$ cat config.mk
export PLATFORM = sky130hd
export DESIGN_NAME = med_scan
export DESIGN_NICKNAME = d
export VERILOG_FILES = /design/src/med_pkg.sv /design/src/med_scan.sv
export SDC_FILE = /design/constraint.sdc
export NUM_CORES = 1
export LEC_CHECK = 0
export ABC_CLOCK_PERIOD_IN_PS = 1750
export BUFFER_PORTS_ARGS = -buffer_cell sky130_fd_sc_hd__buf_2
export CORE_ASPECT_RATIO = 0.8
export CORE_MARGIN = 1
export CORE_UTILIZATION = 45
export DETAILED_ROUTE_END_ITERATION = 8
export GPL_ROUTABILITY_DRIVEN = 0
export PLACE_DENSITY_LB_ADDON = 0.15
export SYNTH_ARGS = -nofsm -noshare
export SYNTH_HDL_FRONTEND = slang
export SYNTH_SLANG_ARGS = --single-unit
$ cat constraint.sdc
create_clock -name clk -period 1.75 [get_ports clk]
set_input_delay 0.175 -clock clk [delete_from_list [all_inputs] [get_ports clk]]
set_output_delay 0.175 -clock clk [all_outputs]
set_load 0.05 [all_outputs]
$ cat src/med_pkg.sv
// ----------------------------------------------------------------------------
// Majority element detect package
// Shared types for the loader, the counting scan and the top level.
// ----------------------------------------------------------------------------
package med_pkg;

  // Top-level sequencer: loading elements, or counting over the stored set.
  typedef enum logic [0:0] {
    ST_LOAD,
    ST_SCAN
  } med_state_t;

  // Loader to scan: the set is closed by the item accepted this cycle.
  typedef struct packed {
    logic close;
    logic ovf;
  } med_close_t;

  // Scan to top level: verdict of the counting pass.
  typedef struct packed {
    logic done;
    logic found;
    logic ovf;
  } med_status_t;

endpackage

$ cat src/med_scan.sv
// ----------------------------------------------------------------------------
// Majority element detect counting scan
// Reads the stored set once and counts entries equal to the vote candidate.
// ----------------------------------------------------------------------------
module med_scan #(
  parameter int DEPTH     = 1024,
  parameter int DATA_BITS = 32
) (
  input  logic                                          clk,
  input  logic                                          rst_n,
  input  med_pkg::med_close_t                           close,
  input  logic [DATA_BITS-1:0]                          sum_cand,
  input  logic [$clog2(DEPTH+1)-1:0]                    sum_count,
  input  logic                                          take,
  output logic                                          rd_en,
  output logic [((DEPTH > 1) ? $clog2(DEPTH) : 1)-1:0]  rd_addr,
  input  logic [DATA_BITS-1:0]                          rd_data,
  output med_pkg::med_status_t                          status,
  output logic [DATA_BITS-1:0]                          cand
);

  localparam int AW = (DEPTH > 1) ? $clog2(DEPTH) : 1;
  localparam int CW = $clog2(DEPTH + 1);

  logic                 busy_r;
  logic                 pend_r;
  logic                 ovf_r;
  logic [CW-1:0]        addr_r;
  logic [CW-1:0]        total_r;
  logic [CW-1:0]        hits_r;
  logic [DATA_BITS-1:0] cand_r;

  assign rd_en   = busy_r && (addr_r != total_r);
  assign rd_addr = addr_r[AW-1:0];

  assign status.done  = busy_r && (addr_r == total_r) && !pend_r;
  assign status.found = (total_r != '0) && ({hits_r, 1'b0} > {1'b0, total_r});
  assign status.ovf   = ovf_r;
  assign cand         = cand_r;

  always_ff @(posedge clk) begin
    if (!rst_n) begin
      busy_r <= 1'b0;
      pend_r <= 1'b0;
    end else if (close.close) begin
      busy_r <= 1'b1;
      pend_r <= 1'b0;
    end else begin
      if (status.done && take) begin
        busy_r <= 1'b0;
      end
      pend_r <= rd_en;
    end
  end

  always_ff @(posedge clk) begin
    if (close.close) begin
      cand_r  <= sum_cand;
      total_r <= sum_count;
      ovf_r   <= close.ovf;
      addr_r  <= '0;
      hits_r  <= '0;
    end else begin
      if (rd_en) begin
        addr_r <= addr_r + 1'b1;
      end
      if (pend_r && (rd_data == cand_r)) begin
        hits_r <= hits_r + 1'b1;
      end
    end
  end

  a_hits_bound: assert property (@(posedge clk) disable iff (!rst_n)
    busy_r |-> (hits_r <= addr_r))
    else $error("hit count runs ahead of scan address");

endmodule

==> key figures <==
Logic synthesis
  • Average cell area after synthesis: 11.6 sq um
  • Sequential area share after synthesis: 0.516
  • Synth top area share: 0.378
  • Synth top area cells: edfxtp_1, dfxtp_1, xor2_1
  • Ys Warns: 0
  • Area leader, netlist: edfxtp_1
  • Post-Syn Area: 3490 sq um
  • Synth Register Bits: 68
  • Syn Nets: 394
  • Synth Instances: 302
  • Primary FF master, synth: edfxtp_1
  • Asr flop ratio synth: 0
  • Yosys cell types: 48
  • Number of synthesized flops with an enable pin: 44

GRT
  • First-pass GRT wire length: 14.6 mm
  • Antenna violations before repair: 0
  • Vias in the first global route: 3099
  • Overall routing resource usage: 0.238
  • GRT met1 Usage: 0.301
  • Gr ovfl total: 0
  • Largest net degree at the start of global routing: 32
  • GR Util met2: 0.412
  • Met3 Use GR: 0.0577
  • Layer with the highest usage: met2

Floorplan
  • Height of the die: 80.8 um
  • DIE WIDTH: 101 um
  • Core ar.: 7460 sq um
  • Die area: 8120 sq um
  • Initial Utilization: 0.468
  • I/O Pins: 126
  • Num rows: 28

Min path
  • Critical hold path startpoint: sum_count[4]
  • Sink of the worst hold path: total_r[4]
  • Hold path cells: 1
  • Worst min path class: primary input to flop

CTS
  • TritonCTS clock tree: done
  • Worst-Skew Late Latency: 0.35 ns
  • Bufs on Longest Clock Path: 2
  • Clk sink count: 68
  • Root Buffer: clkbuf_8
  • Num CTS Buffers: 9
  • Worst-path clk slew: 0.07 ns
  • Htree depth: 3

Status
  • Outcome: complete, but fails checks
  • Failing checks: negative setup slack

Worst setup path
  • CP startpoint kind: flop
  • R2r endpoint: addr_r[4]
  • CP max stage delay: 0.41 ns
  • Crit-path max FO: 2
  • WS Path Type: flop to output pin
  • WP data arrival: 1.97 ns
  • Worst setup EP type: output pin
  • Flop-to-flop setup slack: -0.27 ns
  • CP required: 1.57 ns
  • Worst R2R Start: total_r[7]
  • Worst-path cell chain: inv_1 > ha_1 > nand4_1 > o22ai_2 > o21ai_2 > a221oi_4 > buf_6
  • Slowest-stage cell, CP: edfxtp_1
  • Worst Reg-to-Reg Cells: 9

Finish
  • Register area: 1800 sq um
  • Final instance area: 5820 sq um
  • Finished Core Util: 0.780
  • Antenna fix cells: 0
  • Multi-input logic area: 1920 sq um
  • Most common cell after layout, fill and taps aside: buf_2
  • P&R area growth vs syn: 66.5%
  • # fillers: 459
  • Share of cells above drive strength 1: 0.520
  • Nets: 629
  • Non-Filler Instances: 647
  • Commonest cells after routing, fill and taps aside: buf_2, buf_4, edfxtp_1

Power
  • PwrDens: 693 nW/um^2
  • Tot Pwr: 0.00403 W
  • Max IR drop VDD: 514 uV
  • Leak Pwr: 2.61 nW

Timing
  • Part of the cycle the worst path needs: 1.22
  • Final setup viols: 23
  • Slew headroom: 0.649
  • Setup TNS: -5.05 ns
  • Final worst slack: -0.391 ns
  • RSZ-0062 raised after global routing: yes
  • Clk_skew: 0.00998 ns
  • Final min period: 2.14 ns
  • Fmax achieved: 467 MHz
  • Slew @ Worst Pin: 0.526 ns
  • Final hold viol count: 0
  • Slew Viols, Final: 0

Route
  • DR pass1 iterations: 4
  • Post-route ant nets: 0
  • DR WL/cell: 15.7 um
  • Vias per inst: 5.10
  • WL final: 10.2 mm
  • DRT iter0 DRCs: 150
  • Remaining DRCs: 0
  • Via count: 3298

Place
  • IO buf count: 125
  • Dpl hpwl: 6.44 mm
  • Area post-placement: 4620 sq um
  • Placed Cells: 568

Job
  • Max cap viols: 0
power breakdown:
group	switching, W	leakage [nW]	internal (W)
sequential	0.0000702	0.625	0.00181
clock	0.000571	0.0914	0.000656
combinational	0.000530	1.89	0.000393
cell type report:
cell class | instances | area share
clock inverters | 3 | 0.00688
clock buffers | 13 | 0.0239
well taps | 105 | 0.0226
multi-input cells | 199 | 0.330
inverters | 17 | 0.0110
repair buffers | 242 | 0.296
flip-flops and latches | 68 | 0.310
flip-flops by register name, summed over array words and instances (netlist names):
register and count:
ovf_r 1, busy_r 1, total_r 11, cand 32, addr_r 11, pend_r 1, hits_r 11
worst max-delay path: cells and delay by family, from the launching register on:
family                     cells  cell delay [ns]
DFF                            1             0.41
buffers and inverters          2             0.27
AOI/OAI and AO/OA              3             0.53
and+or+nand+nor                1             0.13
adders and majority gates      1             0.30
worst max-delay path by stage:
stage               startpoint        end  slack [ns]  depth (start not counted)
finish              total_r[7]  status[1]       -0.39                          7
global route        total_r[7]  status[1]       -0.47                          7
CTS                 total_r[5]  status[1]       -0.42                          8
detailed placement    cand[31]  hits_r[4]       -0.27                          6
global placement       cand[6]  hits_r[4]       -0.23                          6
floorplan              cand[5]  hits_r[2]       -0.36                          6
synth_stat cells (3+ instances only):
cell type	n
edfxtp_1	44
xor2_1	28
dfxtp_1	24
nor4_1	19
inv_1	17
nor2_1	14
a21oi_1	13
ha_1	12
xnor2_1	12
buf_4	11
nor2b_1	10
nand4_1	9
o21ai_0	9
mux2_1	8
nand2_1	8
or3_1	8
nand3_1	6
nor4_2	5
a21o_1	3
clkbuf_1	3
nand2b_1	3
o31ai_1	3
or4_1	3
logic make-up after synthesis:
family	Yosys count	share of synthesized area
XOR/XNOR	40	0.100
flip-flops	68	0.516
buffers and inverters	35	0.0544
AO/OA/AOI/OAI	37	0.0745
AND/OR/NAND/NOR	100	0.180
adder cells (fa/ha/maj)	12	0.0430
multiplexers	10	0.0319
timing repair:
item                                    4_1_cts  5_1_grt
endpoints found under the hold margin        38        0
hold buffers                                 38        0
buffers inserted                             20        8
resized for setup                            50       39
gates cloned                                  2        0
endpoints found under the setup margin       23       26
pin swaps                                    29       24
stage by stage:
step	hold WS (ns)	setup WS (ns)
2_1_floorplan	0.274	-0.361
3_3_place_gp	0.352	-0.234
3_5_place_dp	0.353	-0.275
4_1_cts	0.00152	-0.416
5_1_grt	0.00120	-0.474
6_report	0.0142	-0.391
per-layer routing:
layer	up-vias	part of all wire
met5	-	0
met1	1605	0.43
met4	0	0.015
met3	19	0.053
met2	100	0.50
li1	1574	-
(Power assumes the default switching activity.)
