===== config.mk =====
export PLATFORM = sky130hd
export DESIGN_NAME = med_vote
export DESIGN_NICKNAME = d
export VERILOG_FILES = /design/src/med_pkg.sv /design/src/med_vote.sv
export SDC_FILE = /design/constraint.sdc
export NUM_CORES = 1
export LEC_CHECK = 0
export BUFFER_PORTS_ARGS = -buffer_cell sky130_fd_sc_hd__buf_2
export CORE_UTILIZATION = 50
export CTS_BUF_LIST = sky130_fd_sc_hd__clkbuf_4 sky130_fd_sc_hd__clkbuf_8 sky130_fd_sc_hd__clkbuf_16
export CTS_CLUSTER_DIAMETER = 200
export CTS_CLUSTER_SIZE = 30
export DETAILED_ROUTE_END_ITERATION = 8
export PLACE_DENSITY = 0.79
export SLEW_MARGIN = 20
export SYNTH_ARGS = -nofsm -noshare
export SYNTH_HDL_FRONTEND = slang
export SYNTH_SLANG_ARGS = --single-unit

===== constraint.sdc =====
create_clock -name clk -period 4.9 [get_ports clk]
set_clock_uncertainty 0.1 [all_clocks]
set_input_delay 0.98 -clock clk [delete_from_list [all_inputs] [get_ports clk]]
set_output_delay 0.98 -clock clk [all_outputs]
set_load 0.03 [all_outputs]

===== src/med_pkg.sv =====
// ----------------------------------------------------------------------------
// Majority element detect package
// Shared types for the loader, the counting scan and the top level.
// ----------------------------------------------------------------------------
package med_pkg;

  // Top-level sequencer: loading elements, or counting over the stored set.
  typedef enum logic [0:0] {
    ST_LOAD,
    ST_SCAN
  } med_state_t;

  // Loader to scan: the set is closed by the item accepted this cycle.
  typedef struct packed {
    logic close;
    logic ovf;
  } med_close_t;

  // Scan to top level: verdict of the counting pass.
  typedef struct packed {
    logic done;
    logic found;
    logic ovf;
  } med_status_t;

endpackage


===== src/med_vote.sv =====
// ----------------------------------------------------------------------------
// Majority element detect loader
// Writes each element into the store while it has room and keeps the running vote.
// ----------------------------------------------------------------------------
module med_vote #(
  parameter int DEPTH     = 1024,
  parameter int DATA_BITS = 32
) (
  input  logic                                          clk,
  input  logic                                          rst_n,
  input  logic                                          accept,
  input  logic [DATA_BITS-1:0]                          elem,
  input  logic                                          last,
  output logic                                          wr_en,
  output logic [((DEPTH > 1) ? $clog2(DEPTH) : 1)-1:0]  wr_addr,
  output logic [DATA_BITS-1:0]                          wr_data,
  output med_pkg::med_close_t                           close,
  output logic [DATA_BITS-1:0]                          sum_cand,
  output logic [$clog2(DEPTH+1)-1:0]                    sum_count
);

  localparam int AW = (DEPTH > 1) ? $clog2(DEPTH) : 1;
  localparam int CW = $clog2(DEPTH + 1);

  logic [CW-1:0]        count_r, count_nxt;
  logic [CW-1:0]        vcnt_r, vcnt_nxt;
  logic [DATA_BITS-1:0] cand_r, cand_nxt;
  logic                 ovf_r, ovf_nxt;
  logic                 full;

  assign full = (count_r == CW'(DEPTH));

  always_comb begin
    count_nxt = count_r;
    vcnt_nxt  = vcnt_r;
    cand_nxt  = cand_r;
    ovf_nxt   = ovf_r;
    wr_en     = 1'b0;
    if (accept) begin
      if (full) begin
        ovf_nxt = 1'b1;
      end else begin
        wr_en     = 1'b1;
        count_nxt = count_r + 1'b1;
        if (vcnt_r == '0) begin
          cand_nxt = elem;
          vcnt_nxt = CW'(1);
        end else if (cand_r == elem) begin
          vcnt_nxt = vcnt_r + 1'b1;
        end else begin
          vcnt_nxt = vcnt_r - 1'b1;
        end
      end
    end
  end

  assign wr_addr     = count_r[AW-1:0];
  assign wr_data     = elem;
  assign close.close = accept && last;
  assign close.ovf   = ovf_nxt;
  assign sum_cand    = cand_nxt;
  assign sum_count   = count_nxt;

  // The item that closes a set leaves the loader clear for the next set.
  always_ff @(posedge clk) begin
    if (!rst_n || close.close) begin
      count_r <= '0;
      vcnt_r  <= '0;
      cand_r  <= '0;
      ovf_r   <= 1'b0;
    end else begin
      count_r <= count_nxt;
      vcnt_r  <= vcnt_nxt;
      cand_r  <= cand_nxt;
      ovf_r   <= ovf_nxt;
    end
  end

  a_count_bound: assert property (@(posedge clk) disable iff (!rst_n)
    count_r <= CW'(DEPTH))
    else $error("element count exceeds store depth");

  a_vote_bound: assert property (@(posedge clk) disable iff (!rst_n)
    vcnt_r <= count_r)
    else $error("vote weight exceeds element count");

endmodule


==> summary.md <==
| Metric | Value |
|---|---|
| Yosys reg bits | `55` |
| Share of flip-flops with an asynchronous set or reset | `0%` |
| Worst-Skew Late Latency | `0.31 ns` |
| Min-Delay Endpoint | `vcnt_r[2]$_SDFFE_PP0P_` |
| DR pass1 iterations | `4` |
| Reg-to-Reg End | `vcnt_r[10]$_SDFFE_PP0P_` |
| GRT overflow | `0` |
| Crit path launch | `elem[5]` |
| Cts-stage hold buffer count | `0` |
| Die extent in y | `85.35 µm` |
| Worst Setup End Kind | `flip-flop` |
| WS Path Type | `input port to flip-flop` |
| Fin Setup TNS | `0 ns` |
| Layout cells sized above 1 | `39.27%` |
| FF-to-FF Start | `cand_r[16]$_SDFF_PP0_` |
| GPL Wtd Cong | `0.8753` |
| IO Count | `124` |
| Clock sink count | `55` |
| N_diodes | `0` |
| Clock Path Buffers | `2` |
| IO Port Bufs | `123` |
| CTS tree | `done` |
| Post-synth top area share | `31.70%` |
| GRT Total Usage | `19.24%` |
| Drt drc | `0` |
| Footprint of the multi-input gates | `1951 µm²` |
| H-Tree Depth | `2` |
| Detailed Place HPWL | `5.426 mm` |
| Worst vdd ir | `0.0003009 V` |
| DR vias/cell | `5.056` |
| CP Data Arrival Time | `4.44 ns` |
| Hold slack | `0.3950 ns` |
| Setup Buffers After CTS | `0` |
| CTS clock-pin slew for the worst setup and hold paths | `0.10 ns` |
| Netlist cell types | `40` |
| Final setup fails | `0` |
| HP Class | `flip-flop to flip-flop` |
| Max incr delay on CP | `0.52 ns` |
| RSZ-0062 raised after global routing | `no` |
| DRT antenna net count | `0` |
| Main synth FF type | `dfxtp_1` |
| Synthesized instance count | `360` |
| Die width | `85.35 µm` |
| Worst R2R Path Depth | `11` |
| Syn_nets | `409` |
| Hold depth | `2` |
| Clock Root Buffer | `clkbuf_8` |
| Vias in the first global route | `2526` |
| Synth area leaders | `dfxtp_1 32%, mux2_4 13%, xnor2_1 12%, buf_4 9.3%, and2_1 8.3%` |
| Slew margin rel. | `40.72%` |
| Vias | `2619` |
| Critical Path, Cell by Cell | `buf_2 -> xnor2_1 -> nand4_1 -> nor4_1 -> nand2_1 -> fa_1 -> a21o_1 -> a221oi_1 -> o221ai_1 -> a22o_1 -> a21oi_1 -> mux2i_1` |
| Global-route wire length before repair | `11.38 mm` |
| Worst slew pin tran | `0.8892 ns` |
| Final Hold Viols | `0` |
| Detailed Route WL | `7.087 mm` |
| Post_cts resized | `0` |
| Leakage | `1.830 nW` |
| TritonCTS Buffers | `5` |
| Cell Count, Final, Fillers Out | `518` |
| CP startpoint kind | `input port` |
| Cell row count | `30` |
| Tcrit/Tclk final | `87.56%` |
| Number of synthesized flops with an enable pin | `0` |
| Crit Path Max Fanout | `11` |
| Outcome | `completed` |
| DRT iter0 DRCs | `76` |
| Max frequency | `0.2331 GHz` |
| DP Area | `3816 µm²` |
| Register area share after synthesis | `31.70%` |
| R2r setup slk | `1.07 ns` |
| Min cycle time layout | `4.290 ns` |
| Final nets | `486` |
| Initial antenna violation count | `0` |
| Critical Path RT | `5.05 ns` |
| Fin area | `3905 µm²` |
| Syn. warnings | `0` |
| Fill count | `604` |
| Synthesized area | `3473 µm²` |
| Starting Density | `51.41%` |
| Synth top cells by count | `55 x dfxtp_1, 47 x xnor2_1, 46 x and2_1` |
| Die area | `7284 µm²` |
| WL per Instance | `13.68 µm` |
| Synth Area per Inst | `9.648 µm²` |
| Placed Cells | `510` |
| Cell taking the most area after synthesis | `dfxtp_1` |
| Max-slew violations | `0` |
| Count leader, synth | `dfxtp_1` |
| Core area | `6756 µm²` |
| Largest net degree at the start of global routing | `29` |
| Max-Cap Viols | `0` |
| Hold Crit Start | `vcnt_r[2]$_SDFFE_PP0P_` |
| P&R area growth vs syn | `12.43%` |
| FF/Latch Area | `1101 µm²` |
| Slowest CP cell | `nor4_1` |
| Pwr dens | `613.9 nW/µm²` |
==> registers in the layout (all words and copies together) (netlist names) <==
| signal | cells |
|---|---|
| cand_r | 32 |
| count_r | 11 |
| ovf_r | 1 |
| vcnt_r | 11 |
==> metal layers <==
layer,track usage (%),wire length [µm],vias up
li1,-,-,1323
met1,24.05,3246,1228
met2,34.97,3552,62
met3,2.529,222,6
met4,4.848,66,0
met5,0,0,-
==> how the worst max path moves through the flow <==
stage | end | slack (ns) | depth (start not counted)
finish | vcnt_r[10]$_SDFFE_PP0P_ | 0.61 | 12
global route | vcnt_r[10]$_SDFFE_PP0P_ | 0.45 | 12
CTS | vcnt_r[10]$_SDFFE_PP0P_ | 0.66 | 12
detailed placement | vcnt_r[10]$_SDFFE_PP0P_ | 0.34 | 12
global placement | vcnt_r[10]$_SDFFE_PP0P_ | 0.46 | 12
floorplan | vcnt_r[10]$_SDFFE_PP0P_ | 1.03 | 11
==> worst max-delay path, delay by kind of cell <==
family,cells,cell delay (ns)
and+or+nand+nor,3,1.11
muxes,1,0.19
buffers and inverters,1,0.12
adders and majority gates,1,0.52
xor gates and xnor gates,1,0.18
AOI/OAI and AO/OA,5,1.34
==> area by class of cell <==
| class | instances | area share, % |
|---|---|---|
| clock buffers | 6 | 1.954 |
| clock inverters | 2 | 0.3204 |
| inverters | 9 | 0.8651 |
| multi-input cells | 241 | 49.95 |
| flip-flops and latches | 55 | 28.20 |
| well taps | 80 | 2.563 |
| repair buffers | 125 | 16.15 |
==> kinds of logic after synthesis <==
kind of cell	share of synthesized area (%)
xor gates and xnor gates	12.36
DFF	31.70
adders and majority gates	4.899
buffers and inverters	12.28
AOI/OAI and AO/OA	6.052
and+or+nand+nor	18.52
muxes	14.19
==> cell usage in the layout, fill, tap and decap left out, types with 2 or more instances in the layout <==
| cell type | count |
|---|---|
| a21o_1 | 5 |
| a21oi_1 | 8 |
| a221oi_1 | 2 |
| a22oi_1 | 4 |
| and2_1 | 46 |
| buf_2 | 123 |
| buf_4 | 2 |
| clkbuf_8 | 5 |
| dfxtp_1 | 55 |
| ha_1 | 12 |
| inv_1 | 8 |
| mux2_2 | 2 |
| mux2_4 | 30 |
| mux2i_1 | 2 |
| nand2_1 | 18 |
| nand3_1 | 10 |
| nand4_1 | 13 |
| nor2_1 | 14 |
| nor3_1 | 3 |
| nor4_1 | 4 |
| o21ai_0 | 3 |
| or2_2 | 2 |
| xnor2_1 | 47 |
| xor2_1 | 2 |
==> per-stage QoR <==
stage                     power (mW)  setup slack [ns]  util, %
after CTS                      2.401            0.6580    57.80
final                          2.397            0.6095    57.80
after detailed placement       2.142            0.3429    56.48
after global placement         2.114            0.4554    56.48
after global routing           2.540            0.4508    57.80
after floorplan                1.881             1.031        -
==> power breakdown <==
group	leakage (nW)	switching [mW]	internal [mW]
combinational	1.34	0.868	0.666
clock	0.0446	0.148	0.106
sequential	0.446	0.0721	0.538
(Power assumes the default switching activity.)
